File: config.mk
export PLATFORM = sky130hd
export DESIGN_NAME = resp_array_parser_unit
export DESIGN_NICKNAME = d
export VERILOG_FILES = /design/src/design/rap_pkg.sv /design/src/design/resp_array_parser_unit.sv /design/src/design/rap_digit.sv /design/src/design/rap_ctrl.sv
export SDC_FILE = /design/constraint.sdc
export NUM_CORES = 1
export LEC_CHECK = 0
export BUFFER_PORTS_ARGS = -buffer_cell sky130_fd_sc_hd__buf_2
export CORE_ASPECT_RATIO = 0.5
export CORE_MARGIN = 2
export CORE_UTILIZATION = 63
export CTS_CLUSTER_DIAMETER = 50
export DETAILED_ROUTE_END_ITERATION = 10
export GPL_TIMING_DRIVEN = 0
export PLACE_DENSITY = 0.81
export SLEW_MARGIN = 10
export SYNTH_ARGS = -nofsm -noshare
export SYNTH_HDL_FRONTEND = slang
export SYNTH_HIERARCHICAL = 1
export SYNTH_SLANG_ARGS = --single-unit
File: constraint.sdc
create_clock -name clk -period 11.2 [get_ports clk]
set_clock_uncertainty 0.1 [all_clocks]
set_input_delay 0 -clock clk [delete_from_list [all_inputs] [get_ports clk]]
set_output_delay 0 -clock clk [all_outputs]
set_load 0.02 [all_outputs]
File: src/design/rap_pkg.sv
// ----------------------------------------------------------------------------
// rap_pkg
// Shared types and constants for the RESP command array parser.
// ----------------------------------------------------------------------------
`default_nettype none

package rap_pkg;

    localparam int MAX_ARGS_DEF = 1024;
    localparam int LEN_BITS_DEF = 32;

    localparam logic [7:0] CH_STAR    = 8'h2A;
    localparam logic [7:0] CH_DOLLAR  = 8'h24;
    localparam logic [7:0] CH_NEWLINE = 8'h0A;
    localparam logic [7:0] CH_MINUS   = 8'h2D;
    localparam logic [7:0] CH_ZERO    = 8'h30;
    localparam logic [7:0] CH_NINE    = 8'h39;

    typedef struct packed {
        logic sign;
        logic digits;
        logic lzero;
    } num_flags_t;

    typedef struct packed {
        logic        valid;
        logic        data_valid;
        logic [7:0]  out_byte;
        logic [9:0]  arg_index;
        logic        arg_end;
        logic        done_res;
        logic        status;
        logic [10:0] arg_count;
    } result_t;

endpackage

`default_nettype wire

File: src/design/resp_array_parser_unit.sv
// An accepted byte beat passes the input register and then the result register.
// One byte per cycle while the result register can load; the parser state
// updates in a single pass between the input register and the result register.
// Bytes that produce no result are absorbed without an output beat.
// Reset clears the parser to expect an array marker; it returns there after
// every byte marked last.
// ----------------------------------------------------------------------------
// resp_array_parser_unit
// Streaming RESP command array parser with payload byte and status output.
// ----------------------------------------------------------------------------
`default_nettype none

module resp_array_parser_unit #(
    parameter int MAX_ARGS = rap_pkg::MAX_ARGS_DEF,
    parameter int LEN_BITS = rap_pkg::LEN_BITS_DEF
) (
    input  wire logic        clk,
    input  wire logic        rst_n,
    input  wire logic        byte_valid,
    output logic             byte_ready,
    input  wire logic [7:0]  in_byte,
    input  wire logic        in_last,
    output logic             res_valid,
    input  wire logic        res_ready,
    output logic             data_valid,
    output logic [7:0]       out_byte,
    output logic [9:0]       arg_index,
    output logic             arg_end,
    output logic             done_res,
    output logic             status,
    output logic [10:0]      arg_count
);

    logic             s1_vld_reg;
    logic [7:0]       s1_byte_reg;
    logic             s1_last_reg;
    logic             out_vld_reg;
    rap_pkg::result_t out_reg;
    rap_pkg::result_t res;
    logic             adv;
    logic             step;

    // The result register can load when it is empty or being drained.
    assign adv        = !out_vld_reg || res_ready;
    assign step       = s1_vld_reg && adv;
    assign byte_ready = !s1_vld_reg || adv;

    rap_ctrl #(
        .MAX_ARGS (MAX_ARGS),
        .LEN_BITS (LEN_BITS)
    ) u_ctrl (
        .clk   (clk),
        .rst_n (rst_n),
        .step  (step),
        .ch    (s1_byte_reg),
        .last  (s1_last_reg),
        .res   (res)
    );

    always_ff @(posedge clk or negedge rst_n)
    begin
        if (!rst_n)
        begin
            s1_vld_reg  <= 1'b0;
            out_vld_reg <= 1'b0;
        end
        else
        begin
            if (byte_ready)
            begin
                s1_vld_reg <= byte_valid;
            end
            if (adv)
            begin
                out_vld_reg <= step && res.valid;
            end
        end
    end

    always_ff @(posedge clk)
    begin
        if (byte_valid && byte_ready)
        begin
            s1_byte_reg <= in_byte;
            s1_last_reg <= in_last;
        end
        if (step)
        begin
            out_reg <= res;
        end
    end

    assign res_valid  = out_vld_reg;
    assign data_valid = out_reg.data_valid;
    assign out_byte   = out_reg.out_byte;
    assign arg_index  = out_reg.arg_index;
    assign arg_end    = out_reg.arg_end;
    assign done_res   = out_reg.done_res;
    assign status     = out_reg.status;
    assign arg_count  = out_reg.arg_count;

endmodule

`default_nettype wire

File: src/design/rap_digit.sv
// ----------------------------------------------------------------------------
// rap_digit
// Takes one character of a count or length field and updates the decimal
// accumulator, the field flags and the error indication.
// ----------------------------------------------------------------------------
`default_nettype none

module rap_digit #(
    parameter int MAX_ARGS = rap_pkg::MAX_ARGS_DEF,
    parameter int LEN_BITS = rap_pkg::LEN_BITS_DEF,
    parameter int ACC_W    = LEN_BITS
) (
    input  wire logic [7:0]         ch,
    input  wire logic               is_count,
    input  wire rap_pkg::num_flags_t flags,
    input  wire logic [ACC_W-1:0]   acc,
    output rap_pkg::num_flags_t     flags_next,
    output logic [ACC_W-1:0]        acc_next,
    output logic                    err
);

    localparam int PW = ACC_W + 4;
    localparam logic [PW-1:0] CNT_LIM = PW'(MAX_ARGS);
    localparam logic [PW-1:0] LEN_LIM = PW'((64'd1 << LEN_BITS) - 64'd1);

    logic [PW-1:0] prod;
    logic [PW-1:0] lim;
    logic          is_digit;

    // Ten times the accumulator plus the new digit, built from two shifts.
    assign prod = {1'b0, acc, 3'b000} + {3'b000, acc, 1'b0}
                  + PW'(ch - rap_pkg::CH_ZERO);
    assign lim      = is_count ? CNT_LIM : LEN_LIM;
    assign is_digit = (ch >= rap_pkg::CH_ZERO) && (ch <= rap_pkg::CH_NINE);

    always_comb
    begin
        flags_next = flags;
        acc_next   = acc;
        err        = 1'b0;
        priority if (ch == rap_pkg::CH_MINUS && flags == '0)
        begin
            flags_next.sign = 1'b1;
        end
        else if (!is_digit || flags.lzero)
        begin
            err = 1'b1;
        end
        else if (ch == rap_pkg::CH_ZERO && !flags.digits)
        begin
            // A leading zero must be the whole number and cannot follow a minus.
            err               = flags.sign;
            flags_next.digits = 1'b1;
            flags_next.lzero  = 1'b1;
        end
        else
        begin
            flags_next.digits = 1'b1;
            acc_next          = prod[ACC_W-1:0];
            err               = (prod > lim);
        end
    end

endmodule

`default_nettype wire

File: src/design/rap_ctrl.sv
// ----------------------------------------------------------------------------
// rap_ctrl
// Parser state and the single-pass next-state and result logic for one beat.
// ----------------------------------------------------------------------------
`default_nettype none

module rap_ctrl #(
    parameter int MAX_ARGS = rap_pkg::MAX_ARGS_DEF,
    parameter int LEN_BITS = rap_pkg::LEN_BITS_DEF
) (
    input  wire logic            clk,
    input  wire logic            rst_n,
    input  wire logic            step,
    input  wire logic [7:0]      ch,
    input  wire logic            last,
    output rap_pkg::result_t     res
);

    localparam int CNT_W = $clog2(MAX_ARGS + 1);
    localparam int ACC_W = (LEN_BITS > CNT_W) ? LEN_BITS : CNT_W;

    typedef enum logic [2:0] {
        PH_ARRAY_MARK,
        PH_COUNT_NUM,
        PH_ELEM_MARK,
        PH_LEN_NUM,
        PH_PAYLOAD,
        PH_TRAIL1,
        PH_TRAIL2,
        PH_COMPLETE
    } phase_t;

    phase_t              phase_reg, phase_next;
    logic [ACC_W-1:0]    acc_reg, acc_next;
    rap_pkg::num_flags_t flags_reg, flags_next;
    logic [7:0]          held_reg, held_next;
    logic                held_vld_reg, held_vld_next;
    logic [CNT_W-1:0]    elem_left_reg, elem_left_next;
    logic [LEN_BITS-1:0] pay_left_reg, pay_left_next;
    logic [9:0]          cur_arg_reg, cur_arg_next;
    logic [CNT_W-1:0]    decl_reg, decl_next;
    logic                err_reg, err_next;

    rap_pkg::num_flags_t dg_flags;
    logic [ACC_W-1:0]    dg_acc;
    logic                dg_err;
    logic [CNT_W-1:0]    elem_dec;
    logic [CNT_W+10:0]   decl_ext;
    logic                emit;
    logic                dv;
    logic                aend;
    logic [7:0]          ob;
    logic [9:0]          idx;

    rap_digit #(
        .MAX_ARGS (MAX_ARGS),
        .LEN_BITS (LEN_BITS),
        .ACC_W    (ACC_W)
    ) u_digit (
        .ch         (held_reg),
        .is_count   (phase_reg == PH_COUNT_NUM),
        .flags      (flags_reg),
        .acc        (acc_reg),
        .flags_next (dg_flags),
        .acc_next   (dg_acc),
        .err        (dg_err)
    );

    assign elem_dec = (elem_left_reg != '0) ? elem_left_reg - 1'b1 : elem_left_reg;

    always_comb
    begin
        phase_next     = phase_reg;
        acc_next       = acc_reg;
        flags_next     = flags_reg;
        held_next      = held_reg;
        held_vld_next  = held_vld_reg;
        elem_left_next = elem_left_reg;
        pay_left_next  = pay_left_reg;
        cur_arg_next   = cur_arg_reg;
        decl_next      = decl_reg;
        err_next       = err_reg;
        emit           = 1'b0;
        dv             = 1'b0;
        aend           = 1'b0;
        ob             = 8'h00;
        idx            = 10'd0;

        if (!err_reg)
        begin
            unique case (phase_reg)
                PH_ARRAY_MARK, PH_ELEM_MARK:
                begin
                    if (ch == ((phase_reg == PH_ARRAY_MARK) ? rap_pkg::CH_STAR
                                                             : rap_pkg::CH_DOLLAR))
                    begin
                        phase_next    = (phase_reg == PH_ARRAY_MARK) ? PH_COUNT_NUM
                                                                      : PH_LEN_NUM;
                        acc_next      = '0;
                        flags_next    = '0;
                        held_vld_next = 1'b0;
                    end
                    else
                    begin
                        err_next = 1'b1;
                    end
                end
                PH_COUNT_NUM, PH_LEN_NUM:
                begin
                    if (ch != rap_pkg::CH_NEWLINE)
                    begin
                        // The byte before the newline is held back and never parsed.
                        if (held_vld_reg)
                        begin
                            flags_next = dg_flags;
                            acc_next   = dg_acc;
                            err_next   = dg_err;
                        end
                        held_next     = ch;
                        held_vld_next = 1'b1;
                    end
                    else if (!flags_reg.digits || flags_reg.sign)
                    begin
                        err_next = 1'b1;
                    end
                    else if (phase_reg == PH_COUNT_NUM)
                    begin
                        decl_next      = acc_reg[CNT_W-1:0];
                        elem_left_next = acc_reg[CNT_W-1:0];
                        cur_arg_next   = 10'd0;
                        phase_next     = (acc_reg[CNT_W-1:0] != '0) ? PH_ELEM_MARK
                                                                    : PH_COMPLETE;
                    end
                    else
                    begin
                        pay_left_next = acc_reg[LEN_BITS-1:0];
                        if (acc_reg[LEN_BITS-1:0] == '0)
                        begin
                            // Empty argument: an end mark with no payload byte.
                            emit       = 1'b1;
                            aend       = 1'b1;
                            idx        = cur_arg_reg;
                            phase_next = PH_TRAIL1;
                        end
                        else
                        begin
                            phase_next = PH_PAYLOAD;
                        end
                    end
                end
                PH_PAYLOAD:
                begin
                    emit          = 1'b1;
                    dv            = 1'b1;
                    ob            = ch;
                    idx           = cur_arg_reg;
                    aend          = (pay_left_reg == LEN_BITS'(1));
                    pay_left_next = pay_left_reg - 1'b1;
                    if (pay_left_reg == LEN_BITS'(1))
                    begin
                        phase_next = PH_TRAIL1;
                    end
                end
                PH_TRAIL1:
                begin
                    phase_next = PH_TRAIL2;
                end
                PH_TRAIL2:
                begin
                    cur_arg_next   = cur_arg_reg + 1'b1;
                    elem_left_next = elem_dec;
                    phase_next     = (elem_dec != '0) ? PH_ELEM_MARK : PH_COMPLETE;
                end
                PH_COMPLETE:
                begin
                    err_next = 1'b1;
                end
                default:
                begin
                    err_next = 1'b1;
                end
            endcase
        end

        decl_ext = (CNT_W + 11)'(decl_next);

        res            = '0;
        res.valid      = emit || last;
        res.data_valid = dv;
        res.out_byte   = ob;
        res.arg_index  = idx;
        res.arg_end    = aend;
        if (last)
        begin
            res.done_res  = 1'b1;
            res.status    = err_next || (phase_next != PH_COMPLETE);
            res.arg_count = decl_ext[10:0];
        end
    end

    always_ff @(posedge clk or negedge rst_n)
    begin
        if (!rst_n)
        begin
            phase_reg     <= PH_ARRAY_MARK;
            acc_reg       <= '0;
            flags_reg     <= '0;
            held_reg      <= '0;
            held_vld_reg  <= 1'b0;
            elem_left_reg <= '0;
            pay_left_reg  <= '0;
            cur_arg_reg   <= '0;
            decl_reg      <= '0;
            err_reg       <= 1'b0;
        end
        else if (step)
        begin
            if (last)
            begin
                // The message is finished: start over for the next one.
                phase_reg     <= PH_ARRAY_MARK;
                acc_reg       <= '0;
                flags_reg     <= '0;
                held_reg      <= '0;
                held_vld_reg  <= 1'b0;
                elem_left_reg <= '0;
                pay_left_reg  <= '0;
                cur_arg_reg   <= '0;
                decl_reg      <= '0;
                err_reg       <= 1'b0;
            end
            else
            begin
                phase_reg     <= phase_next;
                acc_reg       <= acc_next;
                flags_reg     <= flags_next;
                held_reg      <= held_next;
                held_vld_reg  <= held_vld_next;
                elem_left_reg <= elem_left_next;
                pay_left_reg  <= pay_left_next;
                cur_arg_reg   <= cur_arg_next;
                decl_reg      <= decl_next;
                err_reg       <= err_next;
            end
        end
    end

endmodule

`default_nettype wire

# Word-level counts from Yosys, hierarchy flattened
# Index checks and enable logic that the tools add are counted.
classes:
  n_eq_ne: 26
  reduce_logical: 38
  n_lt_le_gt_ge: 3
  bitwise_logic: 1
  addsub: 6
  n_mux: 91
op_table:
  columns: ["op", "count"]
  rows:
  - ["32-bit 2-to-1 mux", 14]
  - ["11-bit 2-to-1 mux", 12]
  - ["32-bit case mux with 2 select lines", 2]
  - ["10-bit 2-to-1 mux", 9]
  - ["3-bit 2-to-1 mux", 14]
  - ["10-bit case mux with 2 select lines", 2]
  - ["35-bit by 33-bit adder with 36-bit output", 1]
  - ["36-bit adder", 1]
  - ["36-bit by 32-bit greater-than comparator with 1-bit output", 1]
  - ["11-bit nonzero test", 3]
  - ["32-bit by 1-bit == test with 1-bit output (second input constant)", 1]
  - ["32-bit logical NOT", 1]
  - ["8-bit 2-to-1 mux", 4]
  - ["32-bit by 1-bit subtractor with 32-bit output (second input constant)", 1]
  - ["3-bit != test (second input constant)", 10]
  - ["1-bit 2-to-1 mux", 22]
  - ["11-bit case mux with 2 select lines", 1]
  - ["9-bit AND reduction", 2]
  - ["8-bit by 6-bit == test with 1-bit output (second input constant)", 2]
  - ["3-bit case mux with 5 select lines", 1]
  - ["13-bit 2-to-1 mux", 1]
  - ["3-bit == test (second input constant)", 4]
  - ["6-bit AND reduction", 2]
  - ["11-bit by 1-bit subtractor with 11-bit output (second input constant)", 1]
  - ["27 further kinds", 53]
word_totals:
  in_bits: 13
  output_inout_bits: 35
  ff_bits: 156
  elab_cells: 188

# Logic depth before layout (Yosys ltp)
# Gate-level depths: netlist of the first run.
depth:
  ltp_word: 12
  mapped_depth: 27
  depth_no_buf: 27

# Modules after synthesis
# The synthesis of the first run kept the hierarchy.
modules_own_cells:
  columns: ["mod", "cells_each", "area_each_um2", "n_inst", "seq_area_each_um2"]
  rows:
  - ["rap_ctrl", 738, 6288.5, 1, 2802.7]
  - ["rap_digit", 430, 3598.5, 1, 0.0]
  - ["resp_array_parser_unit", 51, 1367.6, 1, 1311.3]

# Worst setup path before layout of the first run
# No wires, ideal clock.
synth_timing:
  path_type: "flip-flop to flip-flop"
  startpoint: "reg u_ctrl.held_reg[4]"
  endpoint: "reg out_reg (netlist bit status) (data pin)"
  t_arrival_ns: 7.962
  path_slack_ns: 2.879
  stages_incl_launch_ff: 26
  path_buffers: 0
  synth_period_minus_slack_ns: 8.321
  cell_sequence: "dfrtp_1 ha_1 nor3_1 fa_1 ha_1 a21o_1 a21o_1 a221o_1 or2_1 a31oi_1 o21ai_1 a21o_1 a21oi_1 xnor2_1 ha_1 a21o_1 a21o_1 a21oi_1 o211ai_1 a21o_1 a221oi_1 a311oi_1 nand3_1 a311oi_1 a311o_1 o31a_1"
synth_between:
  elab_chain_len: 11
  elab_cells_between_ends: 20
synth_lines:
  columns: ["item", "line_no", "source"]
  rows:
  - ["start: declaration", "rap_ctrl.sv:36", "logic [7:0] held_reg, held_next;"]
  - ["start signal: assignment", "rap_ctrl.sv:237", "held_reg <= held_next;"]
  - ["8-bit by 6-bit subtractor with 9-bit output (tied with other cells)", "rap_digit.sv:32", "+ PW'(ch - rap_pkg::CH_ZERO);"]
  - ["36-bit adder or 1-bit logical AND (tied branches)", "rap_digit.sv:32, rap_digit.sv:34", null]
  - ["36-bit by 32-bit greater-than comparator with 1-bit output or 1-bit logical NOT (tied branches)", "rap_digit.sv:60, rap_digit.sv:45", null]
  - ["1-bit 2-to-1 mux or 1-bit logical OR (tied branches)", "rap_digit.sv:49, rap_digit.sv:45", null]
  - ["1-bit 2-to-1 mux", "rap_digit.sv:45", "else if (!is_digit || flags.lzero)"]
  - ["1-bit 2-to-1 mux *", "rap_digit.sv:41", "priority if (ch == rap_pkg::CH_MINUS && flags == '0)"]
  - ["via u_ctrl.dg_err", "rap_ctrl.sv:46", "logic dg_err;"]
  - ["1-bit 2-to-1 mux *", "rap_ctrl.sv:113", "if (held_vld_reg)"]
  - ["1-bit 2-to-1 mux *", "rap_ctrl.sv:110", "if (ch != rap_pkg::CH_NEWLINE)"]
  - ["1-bit case mux with 3 select lines *", "rap_ctrl.sv:91", "unique case (phase_reg)"]
  - ["1-bit 2-to-1 mux *", "rap_ctrl.sv:89", "if (!err_reg)"]
  - ["1-bit logical OR *", "rap_ctrl.sv:196", "res.status = err_next || (phase_next != PH_COMPLETE);"]
  - ["end signal: assignment", "resp_array_parser_unit.sv:89", "out_reg <= res;"]
  - ["end: declaration", "resp_array_parser_unit.sv:38", "rap_pkg::result_t out_reg;"]
# Mark *: on every way through the listed nets, which the timed path passes. The rest lies on a longest branch.
# A chain may end at the register's enable or synchronous reset.

# Worst setup path after layout of the first run
# Same ends and word-level chain as after synthesis.

==> results.toml, run 1 <==
[detailed_routing]
vias_per_cell = 6.75
drtPass1Iterations = 6
via_count = 10463
detail_route.wl_per_cell_um = 20.4
antenna_left = 0
dr.first_iter.drc_count = 999
drc = 0
drt-total-wl_um = 31500

[synth]
yosysUniqueCellTypes = 82
synth-seq-cells = 156
avgSynthCellArea_um2 = 9.23
ys_warn_count = 6
synthArstFlopShare_pct = 73.1
seq_area_frac_synth_pct = 36.6
synth_flop_cell = "dfrtp_1"
syn_nets = 1337
synth_edf_count = 42
synth_area_um2 = 11300
synth_cells = 1219

[layout]
fin_nets = 1421
final_common_cell = "dfrtp_1"
stdcell_count = 1550
finalInstanceArea_um2 = 12600
drive_gt1_share_pct = 9.04
most-common-layout-cells = "dfrtp_1 (114), nand2_1 (96), o21ai_0 (96), a21oi_1 (96), nor2_1 (84)"
fill_cells = 1281
synthToLayoutAreaGrowth_pct = 11.8
antenna_cells = 0

[clock_tree]
cts_buffers = 17
cts_root_buffer = "clkbuf_16"
clk_pin_slew_ns = 0.07
h-tree-depth = 4
clock_latency_ns = 0.43
clockBufferDepth = 2
clock-sinks = 156
cts-resized-gates = 0
cts_tree = "done"

[global_route]
first_global_vias = 9922
grt_max_degree = 76
grt.total_usage_pct = 34.4
overflow = 0
grt_pass1_wl_um = 51300
antenna_found_initial = 0

[setup_path]
crit_path_end = "status"
critPathRequiredTime_ns = 11.28
reg2reg_from = "u_ctrl/held_reg[4]"
timing.rr.end = "status"
path_max_fanout = 10
path_buf_inv = 2
worst-path-stages = 25
ff2ff_setup_slack_ns = 3.68
slowest_stage = "a2111oi_0"
worstPathArrival_ns = 7.60
startpoint = "u_ctrl/held_reg[4]"
cp-start-kind = "register"
critPathTopFamily = "compound AO/OA/AOI/OAI gates"
cp_slowest_stage_delay_ns = 0.66
end_kind = "register"
rr_worst_depth = 25
worst-setup-path-type = "reg -> reg"

[run]
cap_violations = 0

[power]
switching_share_pct = 42.1
p_comb_share_pct = 48.4
clockPowerShare_pct = 23.7
p_leak_nw = 5.65
p_total_w = 0.00246
p_seq_share_pct = 27.9
power_density_nw_per_um2 = 195
worst_ir_drop_vdd_mv = 0.148
p_switching_w = 0.00104
cell_internal_pwr_w = 0.00142

[placed_design]
placed_area_um2 = 11900
place_congestion = 0.953
dp_hpwl_um = 22300
dp_cells = 1504
numPortBuffers = 47

[sta]
fin_crit_sh_pct = 67.2
tightest_slew_ns = 1.20
setup_violations = 0
hold_violations = 0
grt_setup_unrepaired = "false"
tns_ns = 0
slew_viol_final = 0
fin_crit_ns = 7.52
fmax_ghz = 0.133
slew_headroom_pct = 18.7

[floorplanning]
dieArea_um2 = 19000
die-height_um = 98.5
die-width_um = 193
initial_core_util_pct = 64.5
core_um2 = 17400
placementRows = 34
ios = 48

[min_path]
hp-class = "in -> async"

[outcome]
status = "complete, no violations"
-- power by group through the flow --
stage          combinational [W]  clock (W)  sequential [W]
5_1_grt                  0.00130   0.000610        0.000692
2_1_floorplan           0.000832          0        0.000702
6_report                 0.00119   0.000583        0.000686
3_5_place_dp             0.00114          0        0.000695
4_1_cts                  0.00115   0.000586        0.000684
3_3_place_gp             0.00108          0        0.000691
-- how the worst min path moves through the flow --
stage | cells past startpoint | from | slack [ns] | end
finish | 3 | rst_n | 0.006 | u_ctrl/acc_reg[15]
global route | 3 | rst_n | 0.02 | u_ctrl/acc_reg[15]
CTS | 3 | rst_n | 0.004 | u_ctrl/acc_reg[15]
detailed placement | 1 | rst_n | -0.16 | u_ctrl/acc_reg[18]
global placement | 1 | in_last | 0.08 | s1_last_reg
floorplan | 0 | rst_n | -0.40 | res_valid
-- per-stage QoR --
step	worst slack, ns	hold slack [ns]	util, %
3_5_place_dp	4.00	-0.157	67.9
4_1_cts	3.92	0.00371	72.1
2_1_floorplan	2.88	-0.396	-
5_1_grt	3.46	0.0221	72.1
3_3_place_gp	0.955	0.0773	67.6
6_report	3.68	0.00562	72.1
-- synthesized netlist by cell type, types with 8 or more instances --
| library cell | number | area [µm²] |
|---|---|---|
| fa_1 | 31 | 621 |
| mux2_1 | 22 | 248 |
| edfxtp_1 | 42 | 1260 |
| nand2b_1 | 9 | 56.3 |
| nand4_1 | 13 | 81.3 |
| inv_1 | 59 | 221 |
| dfrtp_1 | 114 | 2850 |
| o21a_1 | 8 | 60.1 |
| o21ai_0 | 96 | 480 |
| and3_1 | 20 | 125 |
| a21o_1 | 23 | 173 |
| or3_1 | 10 | 62.6 |
| nand3_1 | 22 | 110 |
| a22o_1 | 49 | 429 |
| xnor2_1 | 21 | 184 |
| clkbuf_1 | 45 | 169 |
| a31oi_1 | 13 | 81.3 |
| nor4_1 | 30 | 188 |
| ha_1 | 74 | 926 |
| nand2_1 | 96 | 360 |
| a21oi_1 | 96 | 480 |
| o21ai_1 | 18 | 90.1 |
| nor2_1 | 85 | 319 |
| a21boi_0 | 11 | 82.6 |
| xor2_1 | 10 | 87.6 |
| nor2b_1 | 17 | 106 |
| o21bai_1 | 8 | 60.1 |
| nor3_1 | 31 | 155 |
| o22ai_1 | 15 | 93.8 |
-- routing by layer --
metal / share of wire (%) / up-vias / global-route usage, %
met4: 2.6 / 0 / 9.97
met2: 46 / 573 / 55.3
met3: 9.5 / 96 / 6.77
met1: 42 / 5083 / 47.7
met5: 0 / - / 0
li1: - / 4711 / -
-- logic make-up (layout without fill, tap and decap cells) --
family                     Yosys count  in the layout  synth area share [%]
adders and majority gates          105            105                  13.7
xor gates and xnor gates            31             31                  2.41
muxes                               31             31                  3.07
and+or+nand+nor                    380            380                  17.4
DFF                                156            156                  36.6
AOI/OAI and AO/OA                  397            397                  22.6
buffers and inverters              119            216                  4.21
-- cell type report --
type | count | area [µm²] | share of cell area, %
clock inverters | 15 | 155 | 1.23
multi-input cells | 944 | 6680 | 53.1
clock buffers | 17 | 425 | 3.38
repair buffers | 65 | 442 | 3.51
flip-flops and latches | 156 | 4110 | 32.7
plain buffers | 59 | 249 | 1.98
well taps | 234 | 293 | 2.33
inverters | 60 | 225 | 1.79
-- tightest hold or removal path, delay by kind of cell --
family,cells,cell delay (ns)
buffers and inverters,3,0.90
-- timing repair --
action / 4_1_cts / 5_1_grt
endpoints found under the hold margin: 134 / 0
setup buffers: 0 / 0
hold buffers: 14 / 0
No activity file was read; power rests on OpenSTA's default activity.
==> inputs of run 2 (changes only) <==
clock period = 7.2 ns   (was 11.2 ns; I/O delays follow)
==> run 2 against run 1 <==
Effect of this change:
- first-iteration DRC count is 1.4% lower
- critical path type unchanged
- largest power group unchanged
- die area stayed put
- count of clock-buffer cells in the layout is 2 higher
==> results.toml, run 2 (synthesis results as in run 1) <==
[detailed_routing]
highest_layer = "met4"
drtPass1Iterations = 6
vias_per_cell = 6.68
antenna_left = 0
routed-wl-met2_um = 14400
detail_route.wl_per_cell_um = 20.5
met3_length_um = 3470
drt-total-wl_um = 31800
met1Wirelength_um = 13000
drc = 0
via_count = 10372
dr.first_iter.drc_count = 985

[floorplanning]
dieArea_um2 = 19000
placementRows = 34
die-width_um = 193
ios = 48
die-height_um = 98.5
core_um2 = 17400
initial_core_util_pct = 64.5

[sta]
setup_slack_ns = 0.155
fin_hold_ws_ns = 0.00750
slew_viol_final = 0
hold_violations = 0
tightest_slew_ns = 1.31
setup_violations = 0
fmax_ghz = 0.142
grt_setup_unrepaired = "false"
slew_headroom_pct = 11.4
fin_crit_ns = 7.04
fin_crit_sh_pct = 97.8
tns_ns = 0

[layout]
synthToLayoutAreaGrowth_pct = 12.6
antenna_cells = 0
most-common-layout-cells = "dfrtp_1 (114), nand2_1 (96), o21ai_0 (96), a21oi_1 (95), nor2_1 (84)"
drive_gt1_share_pct = 9.63
fin_nets = 1424
final_common_cell = "dfrtp_1"

[power]
cell_internal_pwr_w = 0.00228
p_seq_share_pct = 27.4
switching_share_pct = 41.5
worst_ir_drop_vdd_mv = 0.226
p_switching_w = 0.00161
clockPowerShare_pct = 23.9
p_comb_share_pct = 48.7
power_density_nw_per_um2 = 307
p_leak_nw = 5.68

[setup_path]
path_buf_inv = 2
end_kind = "register"
cp-start-kind = "register"
slowest_stage = "dfrtp_1"
critPathTopFamily = "compound AO/OA/AOI/OAI gates"
critPathRequiredTime_ns = 7.27
worst-setup-path-type = "reg -> reg"
worstPathArrival_ns = 7.12
cp_slowest_stage_delay_ns = 0.46
ff2ff_setup_slack_ns = 0.16
path_max_fanout = 16
path_common_cell = "a21o_1"

[global_route]
grt_max_degree = 80
grt_pass1_wl_um = 51300
grt.total_usage_pct = 34.4
first_global_vias = 9974
antenna_found_initial = 0
overflow = 0

[placed_design]
place_congestion = 0.963
numPortBuffers = 47
post-place-ws_ns = -0.291
dp_hpwl_um = 22000

[clock_tree]
cts_root_buffer = "clkbuf_16"
clock-sinks = 156
clk_pin_slew_ns = 0.07
clock_latency_ns = 0.43
h-tree-depth = 4
cts_buffers = 17
cts_tree = "done"
clockBufferDepth = 2

[outcome]
status = "complete, no violations"

[min_path]
hp-class = "in -> async"

[run]
cap_violations = 0
## run 2: cell count changes in the layout (fill, tap and decap cells not counted), sizes merged
| cell | change |
|---|---|
| clkbuf | +2 |
| inv | -1 |
| bufinv | +1 |
| buf | +3 |
| clkinvlp | +4 |
| clkinv | -6 |
## run 2: power by group through the flow
| stage | combinational, W | clock, W | sequential [W] |
|---|---|---|---|
| floorplan | 0.00130 | 0 | 0.00109 |
| global placement | 0.00168 | 0 | 0.00108 |
| detailed placement | 0.00176 | 0 | 0.00108 |
| CTS | 0.00182 | 0.000937 | 0.00106 |
| global route | 0.00208 | 0.000976 | 0.00108 |
| finish | 0.00189 | 0.000932 | 0.00107 |
## run 2: metal layers
metal | up-vias | track usage, %
met5 | - | 0
met4 | 0 | 12.5
met3 | 94 | 10.2
met2 | 626 | 54.1
met1 | 4938 | 45.7
li1 | 4714 | -
## run 2: final timing paths
kind	depth (start not counted)	end	start
min reg2reg	2	u_ctrl/pay_left_reg[18]	u_ctrl/pay_left_reg[18]
max	27	status	u_ctrl/held_reg[4]
min in group clk	2	s1_byte_reg[3]	in_byte[3]
max in group asynchronous	3	u_ctrl/elem_left_reg[0]	rst_n
min	3	u_ctrl/acc_reg[21]	rst_n
max reg2reg	27	status	u_ctrl/held_reg[4]
## run 2: final cells by class
cell class	instances	area (µm²)
Sequential cell	156	4110
Clock buffer	19	443
Clock inverter	13	155
Buffer	59	249
Timing Repair Buffer	68	484
Tap cell	234	293
Inverter	60	225
Fill cell	1314	4770
Multi-Input combinational cell	944	6710
## run 2: worst min-delay path, stage by stage
cell,delay (ns)
dlygate4sd3_1,0.54
buf_6,0.14
buf_12,0.22
## run 2: stage by stage
step / cell area (µm²) / cells / power (W) / util [%]
after CTS: 12600 / 1552 / 0.00382 / 72.5
after detailed placement: 11900 / 1502 / 0.00284 / 67.9
after floorplan: 11300 / 1219 / 0.00239 / -
after global placement: 11800 / 1500 / 0.00276 / 67.6
after global routing: 12700 / 1553 / 0.00413 / 72.7
final: 12700 / 1553 / 0.00389 / 72.7
## run 2: what timing repair did
item                                    4_1_cts  5_1_grt
hold buffers                                 14        0
resized for setup                             0        6
endpoints found under the setup margin        2        2
pin swaps                                     1        1
endpoints found under the hold margin       134        0
gates cloned                                  0        0
buffers inserted                              4        1
